--- src/rtl/stts_pkg.sv ---
// shared types and constants for the sorted tick task scheduler
// no dependencies
package stts_pkg;

    localparam int unsigned MaxTasksDef = 16;
    localparam int unsigned TickMsDef   = 10;
    localparam int unsigned MaxResults  = 16;

    typedef enum logic [1:0] {
        K_TICK   = 2'd0,
        K_ADD    = 2'd1,
        K_DELETE = 2'd2,
        K_DISP   = 2'd3
    } t_kind;

    typedef enum logic [1:0] {
        ST_OK       = 2'd0,
        ST_FULL     = 2'd1,
        ST_NOTFOUND = 2'd2,
        ST_NONE     = 2'd3
    } t_status;

endpackage

--- src/rtl/sorted_tick_task_scheduler.sv ---
// sorted tick task scheduler: task table, sorted due list, one shared walker
// depends on stts_pkg
//
//  channel  | direction | handshake           | payload
//  input    | in        | i_valid / o_ready   | kind, task_handle, start_delay,
//           |           |                     | repeat_period, target_id
//  result   | out       | o_valid / i_ready   | status, task_ident, run_handle,
//           |           |                     | slot, time_ms, last
//
// one word at a time; every step walks one slot or one list link per cycle,
// save that the dispatch scan waits while a result is held. add and delete
// are bounded by the slot scan and the list walk, a tick by the list walks
// that reinsert tasks, a dispatch by the slot scan and the walks that retire them.
// a held result stops the sequencer until i_ready; synchronous reset clears
// the list, the slot flags and the counters.
module sorted_tick_task_scheduler #(
    parameter int unsigned MAX_TASKS = stts_pkg::MaxTasksDef,
    parameter int unsigned TICK_MS   = stts_pkg::TickMsDef
) (
    input  logic        i_clk,
    input  logic        i_rst_n,
    input  logic        i_valid,
    output logic        o_ready,
    input  logic [1:0]  i_kind,
    input  logic [7:0]  i_task_handle,
    input  logic [31:0] i_start_delay,
    input  logic [31:0] i_repeat_period,
    input  logic [31:0] i_target_id,
    output logic        o_valid,
    input  logic        i_ready,
    output logic [1:0]  o_status,
    output logic [31:0] o_task_ident,
    output logic [7:0]  o_run_handle,
    output logic [5:0]  o_slot,
    output logic [31:0] o_time_ms,
    output logic        o_last
);
    localparam int unsigned SW = (MAX_TASKS > 1) ? $clog2(MAX_TASKS) : 1;
    localparam int unsigned LW = SW + 1;            // link width, msb = no task
    localparam int unsigned CW = $clog2(stts_pkg::MaxResults + 1);
    localparam logic [LW-1:0] NoLink = {1'b1, {SW{1'b0}}};
    localparam logic [SW-1:0] LastSlot = SW'(MAX_TASKS - 1);
    localparam logic [CW-1:0] LastRes = CW'(stts_pkg::MaxResults - 1);
    localparam logic [31:0] TickMs = 32'(TICK_MS);

    typedef enum logic [7:0] {
        S_IDLE    = 8'b00000001,
        S_SCAN    = 8'b00000010,
        S_POP     = 8'b00000100,
        S_INSH    = 8'b00001000,
        S_INSW    = 8'b00010000,
        S_UNLINK  = 8'b00100000,
        S_EMIT    = 8'b01000000,
        S_DISP    = 8'b10000000
    } t_state;

    t_state r_state, n_state;

    logic              r_used   [MAX_TASKS];
    logic [7:0]        r_handle [MAX_TASKS];
    logic [31:0]       r_due    [MAX_TASKS];
    logic [31:0]       r_period [MAX_TASKS];
    logic [7:0]        r_pend   [MAX_TASKS];
    logic [31:0]       r_ident  [MAX_TASKS];
    logic [LW-1:0]     r_next   [MAX_TASKS];
    logic [MAX_TASKS-1:0] r_popped;
    logic [LW-1:0]     r_head;
    logic [31:0]       r_tick, r_idc, r_time_ms;

    // item latches and walker registers
    logic [1:0]  r_kind;
    logic [7:0]  r_ihandle;
    logic [31:0] r_idelay, r_iperiod, r_itarget;
    logic [SW-1:0] r_idx;      // scan index
    logic [SW-1:0] r_sel;      // slot being inserted / unlinked
    logic [LW-1:0] r_cur;      // list walker
    logic [CW-1:0] r_nres;     // dispatch words sent so far
    logic        r_disp_ret;   // after unlink go back to dispatch

    // result register
    logic        r_ovalid;
    logic [1:0]  r_ostatus;
    logic [31:0] r_oident;
    logic [7:0]  r_ohandle;
    logic [5:0]  r_oslot;
    logic        r_olast;

    assign o_ready      = (r_state == S_IDLE) && !r_ovalid;
    assign o_valid      = r_ovalid;
    assign o_status     = r_ostatus;
    assign o_task_ident = r_oident;
    assign o_run_handle = r_ohandle;
    assign o_slot       = r_oslot;
    assign o_time_ms    = r_time_ms;
    assign o_last       = r_olast;

    logic out_free;
    assign out_free = !r_ovalid || i_ready;

    logic [SW-1:0] cur_s, nxt_s;
    logic          nxt_ok;
    assign cur_s  = r_cur[SW-1:0];
    assign nxt_s  = r_next[cur_s][SW-1:0];
    assign nxt_ok = !r_next[cur_s][SW];
    logic [SW-1:0] head_s;
    assign head_s = r_head[SW-1:0];

    // another ready slot above the scan index, or the result cap, decides the last flag
    logic disp_more;
    always_comb begin
        disp_more = 1'b0;
        for (int i = 0; i < MAX_TASKS; i++)
            if (SW'(i) > r_idx && r_used[i] && r_pend[i] != '0) disp_more = 1'b1;
    end

    logic disp_hit, disp_final, emit_word;
    assign disp_hit   = r_used[r_idx] && r_pend[r_idx] != '0;
    assign disp_final = !disp_more || (r_nres == LastRes);
    assign emit_word  = out_free && ((r_state == S_EMIT) || (r_state == S_DISP && disp_hit));

    always_ff @(posedge i_clk) begin
        if (!i_rst_n) begin
            r_state   <= S_IDLE;
            r_head    <= NoLink;
            r_tick    <= '0;
            r_time_ms <= '0;
            r_idc     <= 32'd1;
            r_ovalid  <= 1'b0;
            r_popped  <= '0;
            for (int i = 0; i < MAX_TASKS; i++) begin
                r_used[i]   <= 1'b0;
                r_due[i]    <= '0;
                r_period[i] <= '0;
                r_pend[i]   <= '0;
                r_ident[i]  <= '0;
                r_next[i]   <= NoLink;
            end
        end else begin
            r_state  <= n_state;
            r_ovalid <= emit_word || (r_ovalid && !i_ready);
            unique case (r_state)
                S_IDLE: begin
                    if (i_valid && o_ready) begin
                        r_kind    <= i_kind;
                        r_ihandle <= i_task_handle;
                        r_idelay  <= i_start_delay;
                        r_iperiod <= i_repeat_period;
                        r_itarget <= i_target_id;
                        r_idx     <= '0;
                        r_nres    <= '0;
                        r_popped  <= '0;
                        if (i_kind == stts_pkg::K_TICK) begin
                            r_tick    <= r_tick + 32'd1;
                            r_time_ms <= r_time_ms + TickMs;
                        end
                    end
                end
                S_SCAN: begin
                    // add: first free, delete: first id match
                    if (r_kind == stts_pkg::K_ADD && !r_used[r_idx]) begin
                        r_used[r_idx]   <= 1'b1;
                        r_handle[r_idx] <= r_ihandle;
                        r_due[r_idx]    <= r_tick + r_idelay;
                        r_period[r_idx] <= r_iperiod;
                        r_pend[r_idx]   <= '0;
                        r_ident[r_idx]  <= r_idc;
                        r_next[r_idx]   <= NoLink;
                        r_sel           <= r_idx;
                        r_ostatus <= stts_pkg::ST_OK;
                        r_oident  <= r_idc;
                        r_ohandle <= '0;
                        r_oslot   <= 6'(r_idx);
                        r_idc     <= r_idc + 32'd1;
                    end else if (r_kind == stts_pkg::K_DELETE && r_used[r_idx]
                                 && r_ident[r_idx] == r_itarget) begin
                        r_sel      <= r_idx;
                        r_cur      <= r_head;
                        r_disp_ret <= 1'b0;
                        r_ostatus  <= stts_pkg::ST_OK;
                        r_oident   <= r_itarget;
                        r_ohandle  <= '0;
                        r_oslot    <= 6'(r_idx);
                    end else if (r_idx == LastSlot) begin
                        r_ostatus <= (r_kind == stts_pkg::K_ADD) ? stts_pkg::ST_FULL
                                                                 : stts_pkg::ST_NOTFOUND;
                        r_oident  <= '0;
                        r_ohandle <= '0;
                        r_oslot   <= '0;
                    end else begin
                        r_idx <= r_idx + 1'b1;
                    end
                end
                S_POP: begin
                    if (!r_head[SW] && !r_popped[head_s] && r_tick >= r_due[head_s]) begin
                        r_popped[head_s] <= 1'b1;
                        if (r_pend[head_s] != 8'hFF) r_pend[head_s] <= r_pend[head_s] + 8'd1;
                        r_head <= r_next[head_s];
                        r_sel  <= head_s;
                        if (r_period[head_s] != '0)
                            r_due[head_s] <= r_tick + r_period[head_s];
                        else
                            r_next[head_s] <= NoLink;
                    end else begin
                        r_ostatus <= stts_pkg::ST_OK;
                        r_oident  <= '0;
                        r_ohandle <= '0;
                        r_oslot   <= '0;
                    end
                end
                S_INSH: begin
                    // insert r_sel: compare against head first
                    if (r_head[SW] || r_due[r_sel] < r_due[head_s]) begin
                        r_next[r_sel] <= r_head;
                        r_head        <= {1'b0, r_sel};
                    end else begin
                        r_cur <= r_head;
                    end
                end
                S_INSW: begin
                    if (!nxt_ok) begin
                        r_next[cur_s] <= {1'b0, r_sel};
                        r_next[r_sel] <= NoLink;
                    end else if (r_due[r_sel] < r_due[nxt_s]) begin
                        r_next[r_sel] <= {1'b0, nxt_s};
                        r_next[cur_s] <= {1'b0, r_sel};
                    end else begin
                        r_cur <= {1'b0, nxt_s};
                    end
                end
                S_UNLINK: begin
                    if (r_head == {1'b0, r_sel} || r_cur[SW]
                        || r_next[cur_s] == {1'b0, r_sel}) begin
                        if (r_head == {1'b0, r_sel})
                            r_head <= r_next[r_sel];
                        else if (!r_cur[SW])
                            r_next[cur_s] <= r_next[r_sel];
                        r_used[r_sel]   <= 1'b0;
                        r_due[r_sel]    <= '0;
                        r_period[r_sel] <= '0;
                        r_pend[r_sel]   <= '0;
                        r_ident[r_sel]  <= '0;
                        r_next[r_sel]   <= NoLink;
                    end else begin
                        r_cur <= r_next[cur_s];
                    end
                end
                S_DISP: begin
                    if (out_free) begin
                        if (disp_hit) begin
                            r_pend[r_idx] <= r_pend[r_idx] - 8'd1;
                            r_ostatus  <= stts_pkg::ST_OK;
                            r_oident   <= r_ident[r_idx];
                            r_ohandle  <= r_handle[r_idx];
                            r_oslot    <= 6'(r_idx);
                            r_olast    <= disp_final;
                            r_nres     <= r_nres + 1'b1;
                            r_sel      <= r_idx;
                            r_cur      <= r_head;
                            r_disp_ret <= 1'b1;
                            if (r_idx != LastSlot) r_idx <= r_idx + 1'b1;
                        end else if (r_idx == LastSlot) begin
                            r_ostatus <= stts_pkg::ST_NONE;
                            r_oident  <= '0;
                            r_ohandle <= '0;
                            r_oslot   <= '0;
                        end else begin
                            r_idx <= r_idx + 1'b1;
                        end
                    end
                end
                S_EMIT: begin
                    if (out_free) r_olast <= 1'b1;
                end
                default: ;
            endcase
        end
    end

    always_comb begin
        n_state = r_state;
        unique case (r_state)
            S_IDLE: if (i_valid && o_ready) begin
                unique case (stts_pkg::t_kind'(i_kind))
                    stts_pkg::K_TICK: n_state = S_POP;
                    stts_pkg::K_DISP: n_state = S_DISP;
                    default:          n_state = S_SCAN;
                endcase
            end
            S_SCAN: begin
                if (r_kind == stts_pkg::K_ADD && !r_used[r_idx]) n_state = S_INSH;
                else if (r_kind == stts_pkg::K_DELETE && r_used[r_idx]
                         && r_ident[r_idx] == r_itarget) n_state = S_UNLINK;
                else if (r_idx == LastSlot) n_state = S_EMIT;
            end
            S_POP: begin
                if (!r_head[SW] && !r_popped[head_s] && r_tick >= r_due[head_s])
                    n_state = (r_period[head_s] != '0) ? S_INSH : S_POP;
                else
                    n_state = S_EMIT;
            end
            S_INSH: begin
                if (r_head[SW] || r_due[r_sel] < r_due[head_s])
                    n_state = (r_kind == stts_pkg::K_TICK) ? S_POP : S_EMIT;
                else
                    n_state = S_INSW;
            end
            S_INSW: begin
                if (!nxt_ok || r_due[r_sel] < r_due[nxt_s])
                    n_state = (r_kind == stts_pkg::K_TICK) ? S_POP : S_EMIT;
            end
            S_UNLINK: begin
                if (r_head == {1'b0, r_sel} || r_cur[SW] || r_next[cur_s] == {1'b0, r_sel})
                    n_state = !r_disp_ret ? S_EMIT : (r_olast ? S_IDLE : S_DISP);
            end
            S_DISP: begin
                if (out_free) begin
                    if (disp_hit) begin
                        if (r_period[r_idx] == '0) n_state = S_UNLINK;
                        else if (disp_final) n_state = S_IDLE;
                    end else if (r_idx == LastSlot) n_state = S_EMIT;
                end
            end
            S_EMIT: if (out_free) n_state = S_IDLE;
            default: n_state = S_IDLE;
        endcase
    end

    property p_ready_idle;
        @(posedge i_clk) disable iff (!i_rst_n) o_ready |-> r_state == S_IDLE;
    endproperty
    a_ready_idle: assert property (p_ready_idle) else $error("ready outside idle");

    a_onehot: assert property (@(posedge i_clk) disable iff (!i_rst_n)
        $onehot(r_state)) else $error("state not one-hot");

    a_no_accept_busy: assert property (@(posedge i_clk) disable iff (!i_rst_n)
        (i_valid && o_ready) |=> !o_ready) else $error("accepted twice");

endmodule

--- config.mk ---
export PLATFORM = sky130hd
export DESIGN_NAME = sorted_tick_task_scheduler
export DESIGN_NICKNAME = d
export VERILOG_FILES = /design/src/rtl/stts_pkg.sv /design/src/rtl/sorted_tick_task_scheduler.sv
export SDC_FILE = /design/constraint.sdc
export NUM_CORES = 2
export LEC_CHECK = 0
export BUFFER_PORTS_ARGS = -buffer_cell sky130_fd_sc_hd__buf_2
export CAP_MARGIN = 25
export CORE_MARGIN = 3
export CORE_UTILIZATION = 40
export CTS_CLUSTER_SIZE = 30
export DETAILED_ROUTE_END_ITERATION = 8
export PLACE_DENSITY = 0.61
export SYNTH_ARGS = -nofsm -noshare
export SYNTH_HDL_FRONTEND = slang
export SYNTH_SLANG_ARGS = --single-unit
--- constraint.sdc ---
create_clock -name i_clk -period 13.1 [get_ports i_clk]
set_input_delay 3.275 -clock i_clk [delete_from_list [all_inputs] [get_ports i_clk]]
set_output_delay 3.275 -clock i_clk [all_outputs]
set_load 0.02 [all_outputs]
* After elaboration in Yosys (flattened, before gate mapping)
Memory sizes are Yosys's and may differ from the RTL's. A register that Yosys moved wholly into a read port is not among the register bits. Index checks and enable logic that the tools add are counted.
Word-level totals: flip-flop bits (word level) 300, bits in latches 0, memory bits (writable) 1888, bits in read-only memories 0, input port bits 110, output and inout port bits 83, logic and storage cells 462, memories kept 7
Memory list:
- r_due | depth 16, bits a word 32, rd ports 3, clocked after Yosys merged registers in 2, wr ports 16, line sorted_tick_task_scheduler.sv:61 | logic [31:0] r_due [MAX_TASKS];
- r_ident | depth 16, bits a word 32, rd ports 1, clocked after Yosys merged registers in 1, wr ports 16, line sorted_tick_task_scheduler.sv:64 | logic [31:0] r_ident [MAX_TASKS];
- r_period | depth 16, bits a word 32, rd ports 2, clocked after Yosys merged registers in 2, wr ports 16, line sorted_tick_task_scheduler.sv:62 | logic [31:0] r_period [MAX_TASKS];
- r_handle | depth 16, bits a word 8, rd ports 1, clocked after Yosys merged registers in 1, wr ports 1, line sorted_tick_task_scheduler.sv:60 | logic [7:0] r_handle [MAX_TASKS];
- r_pend | depth 16, bits a word 8, rd ports 18, clocked after Yosys merged registers in 2, wr ports 16, line sorted_tick_task_scheduler.sv:63 | logic [7:0] r_pend [MAX_TASKS];
- r_next | depth 16, bits a word 5, rd ports 3, clocked after Yosys merged registers in 3, wr ports 16, line sorted_tick_task_scheduler.sv:65 | logic [LW-1:0] r_next [MAX_TASKS];
- 1 more memories
Cells by class: add/sub/neg operators 9, multipliers 0, div/mod/pow operators 0, magnitude comparators 21, equality and inequality tests 42, shift operators 0, multiplexer cells 231, bitwise operators 13, reduce and logical (&&, ||, !) cells 117
Operators by type and width (number):
- $mux W32 | 13
- $reduce_or A32 Y1 | 7
- $mux W8 | 23
- $mux W4 | 45
- $reduce_bool A8 Y1 | 17
- $mux W5 | 24
- $pmux W32 S3 | 1
- $mux W1 | 91
- $add A32 B1 Y32 const B | 2
- $add A32 B32 Y32 | 2
- $lt A32 B32 Y1 | 2
- $pmux W8 S8 | 1
- $logic_and A1 B1 Y1 | 44
- $mux W6 | 6
- $add A32 B4 Y32 const B | 1
- $eq A32 B32 Y1 | 1
- $ge A32 B32 Y1 | 1
- $gt A4 B4 Y1 const A | 8
- $logic_not A32 Y1 | 1
- $mux W16 | 2
- $ne A2 B2 Y1 const B | 16
- $pmux W16 S2 | 1
- $reduce_bool A32 Y1 | 1
- $pmux W5 S5 | 1
- 61 further kinds | 122

* Longest topological paths before layout
depth in word-level cells 26, depth in mapped cells 38, mapped depth without buffers 26

* Worst setup path after synthesis
OpenSTA, ideal clock, no wires.
path kind input port to flip-flop, from input i_rst_n, to memory r_used[7], library setup time 0.368 ns, data arrival time 9.415 ns, data required time 12.732 ns, path slack 3.316 ns, cell stages on the path 6, buffers on the path 0, cells stage by stage nand2_1 o41ai_1 inv_1 o32a_1 o21ai_0 o22ai_1
RTL lines:
- start: declaration | line sorted_tick_task_scheduler.sv:21 | input logic i_rst_n,
- end: declaration | line sorted_tick_task_scheduler.sv:59 | logic r_used [MAX_TASKS];

==> summary.md <==
| Metric | Value |
|---|---|
| Status | `finished clean` |
| Initial Util | `40.25%` |
| CP arrival | `between 10000 and 15000 ps` |
| Clk slew on worst S/H paths | `about 70 ps` |
| GPL Wtd Cong | `0.9277` |
| Cts repair resizes | `0` |
| Max Cap Violations | `0` |
| Mapped Nets | `9453` |
| Reg2Reg Depth | `27` |
| R2r setup slk | `3040 ps` |
| I/O pin count | `193` |
| Overflow after GRT | `0` |
| Vias in the first global route | `81670` |
| CTS buffer count | `236` |
| Seq cells post-synth | `2203` |
| Most common cell after layout, fill and taps aside | `edfxtp_1` |
| # setup viols final | `0` |
| Critical path fanouts, max | `57` |
| Syn Area/Cell | `12.62 um2` |
| Ys Warns | `0` |
| Die width | `approximately 540 um` |
| Drt pass-1 iters | `7` |
| Wire per inst | `31.13 um` |
| Worst endpoint required time | `13730 ps` |
| Async SR Flop Fraction | `0%` |
| RSZ-0062 raised after global routing | `false` |
| CTS root buf | `clkbuf_16` |
| Input/output buffers | `191` |
| Total power draw | `19.83 mW` |
| Max-slew violations | `0` |
| Max Freq | `99.37 MHz` |
| Most frequent cells in the layout | `2046 x edfxtp_1, 969 x and3_1, 946 x nand2_1, 946 x nor2_1, 749 x mux4_2` |
| Hold-fix buffers, CTS | `0` |
| DIE HEIGHT | `roughly 540 um` |
| Max stage delay cell, worst path | `a2111oi_0` |
| Clk buf depth | `4` |
| Initial antenna violation count | `16` |
| Fraction of layout cells with a size suffix above 1 | `17.90%` |
| Die Footprint | `0.2967 mm2` |
| FP Rows | `197` |
| Rel. slew slack | `5.302%` |
| Minimum clock period | `approximately 10000 ps` |
| Layout area overhead | `10.58%` |
| Sequential fraction of the synthesis area | `55.64%` |
| Clock Sink Count | `about 2200` |
| Hold Path Cell Cnt | `2` |
| Tot GR Track Use | `26.45%` |
| DR vias | `roughly 84000` |
| Antenna Nets Post-Route | `0` |
| Hold Path End | `r_popped[7]` |
| Total Routed Length | `402900 um` |
| # Post-CTS Setup Buffers | `0` |
| Largest net degree at the start of global routing | `255` |
| Ys flop type | `edfxtp_1` |
| Core ar. | `between 0.2 and 0.3 mm2` |
| Dpl hpwl | `246800 um` |
| Leak | `47.11 nW` |
| Synth Instances | `9195` |
| CP startpoint kind | `flop` |
| Initial DRC Count | `11810` |
| Worst Tran Pin Value | `1420 ps` |
| Crit end category | `flop` |
| HP Start | `r_popped[7]` |
| EDFF count, synth | `~2000` |
| Slowest stage delay, CP | `940 ps` |
| Worst vdd ir | `0.1262 mV` |
| Mapped Area | `0.1161 mm2` |
| Sum Neg Setup Slack | `0 ps` |
| Hold WC Path Type | `reg -> reg` |
| First-pass GRT wire length | `578700 um` |
| Clk_lat worst skew | `960 ps` |
| CTS tree | `built` |
| Reg2reg end | `r_due[5][29]` |
| Via/cell ratio | `6.458` |
| Fin. Hold Viols | `0` |
| H-tree depth | `4` |
| Setup Skew | `93.17 ps` |
| Distinct cells, synth | `91` |
| CP Class | `reg -> reg` |
| Pwr Density | `154.5 mW/mm2` |
| DRC Markers | `0` |
| Final nets | `9210` |
| Final period util | `76.82%` |
## cell usage after synthesis (11+ instances only)
library cell	number	area share, %
xor2_1	98	0.74
mux4_2	749	15
a22oi_1	101	0.65
mux2i_1	169	1.5
a2111oi_0	12	0.091
or3_1	27	0.15
nor2_1	956	3.1
o21a_1	15	0.097
nand3_1	322	1.4
nand4_1	70	0.38
nor2b_1	69	0.37
a31o_2	33	0.25
a221oi_1	17	0.13
mux2_2	23	0.22
edfxtp_1	2046	53
a22o_1	11	0.083
xnor2_1	93	0.70
or4_1	15	0.097
a311oi_1	70	0.53
a31oi_1	21	0.11
a21oi_1	144	0.62
clkbuf_1	676	2.2
inv_1	81	0.26
nand2b_1	24	0.13
nor4_1	148	0.80
o21ai_0	154	0.66
a211o_1	16	0.12
ha_1	147	1.6
buf_1	95	0.31
a21o_1	32	0.21
dfxtp_1	157	2.7
and2_1	156	0.84
nor3_1	118	0.51
and3_1	970	5.2
buf_4	19	0.12
a211oi_1	65	0.42
buf_2	51	0.22
o22ai_1	28	0.15
nand2_1	977	3.2
o211ai_1	35	0.23
## sequential cells by signal (all words and copies together), names as in the netlist, 16 cells and up, named ones only
signal        count
r_pend          128
r_idelay         32
r_used           16
r_period        512
r_popped         16
o_task_ident     32
r_idc            32
r_next           80
r_itarget        32
r_tick           32
r_ident         512
r_due           512
o_time_ms        31
r_handle        128
r_iperiod        32
## power breakdown
part	switching (mW)	internal [mW]	total [mW]	leakage [nW]
combinational	3.02	1.71	4.73	21.4
sequential	0.409	7.99	8.40	22.0
clock	2.91	3.79	6.70	3.72
## worst max-delay path by stage
| stage | slack [ps] | from | to |
|---|---|---|---|
| 3_5_place_dp | 3180 | flop | r_due[6][29] |
| 2_1_floorplan | 3320 | i_rst_n | r_used[7] |
| 6_report | 3040 | flop | r_due[5][29] |
| 5_1_grt | 2610 | flop | r_due[9][29] |
| 4_1_cts | 3120 | flop | r_due[6][29] |
| 3_3_place_gp | 3200 | flop | r_due[8][29] |
## critical path: cells and delay by family, from the launching register on
kind	cells	cell delay, ps
and+or+nand+nor	7	2110
DFF	1	580
buffers and inverters	5	1730
xor gates and xnor gates	1	500
AOI/OAI and AO/OA	10	3240
muxes	2	1060
adders and majority gates	2	400
## metal layers
metal | part of all wire (%) | vias up | track usage, % | wire [um]
li1 | - | 34760 | - | -
met1 | 37 | 42280 | 34.44 | 149200
met2 | 47 | 5445 | 42.27 | 188300
met3 | 11 | 1073 | 5.911 | 44590
met4 | 5.1 | 10 | 11.97 | 20490
met5 | 0.070 | - | 0.4708 | 283
## cell families (layout without fill, tap and decap cells)
family	Yosys count	in the layout	synth area share [%]
flops	2203	2203	55.64
buf+inv	939	893	3.193
mux	951	951	16.44
fa+ha+maj	149	149	1.611
other cells	1	11	0.003231
xor+xnor	191	191	1.441
compound gates	849	849	5.096
simple gates	3912	3912	16.57
## per-stage QoR
step                      hold WS [ps]  cells  worst slack (ps)  cell area (um2)  utilization (%)
after floorplan                  431.5   9195              3316           116100                -
after global placement           442.0  12480              3196           120400            41.75
after detailed placement         457.8  12480              3176           120500            41.78
after CTS                        469.5  12920              3120           128100            44.42
after global routing             507.7  12940              2608           128300            44.50
final                            469.1  12940              3036           128300            44.50
## layout make-up
class,count,area [um2]
sequential,2203,64620
multi-input combinational,6053,48420
clock inverter,132,1295
antenna,10,25.02
inverter,91,346.6
clock buffer,303,6314
timing repair buffer,367,2590
fill,25710,160000
tap,3781,4731
(Power assumes the default switching activity.)
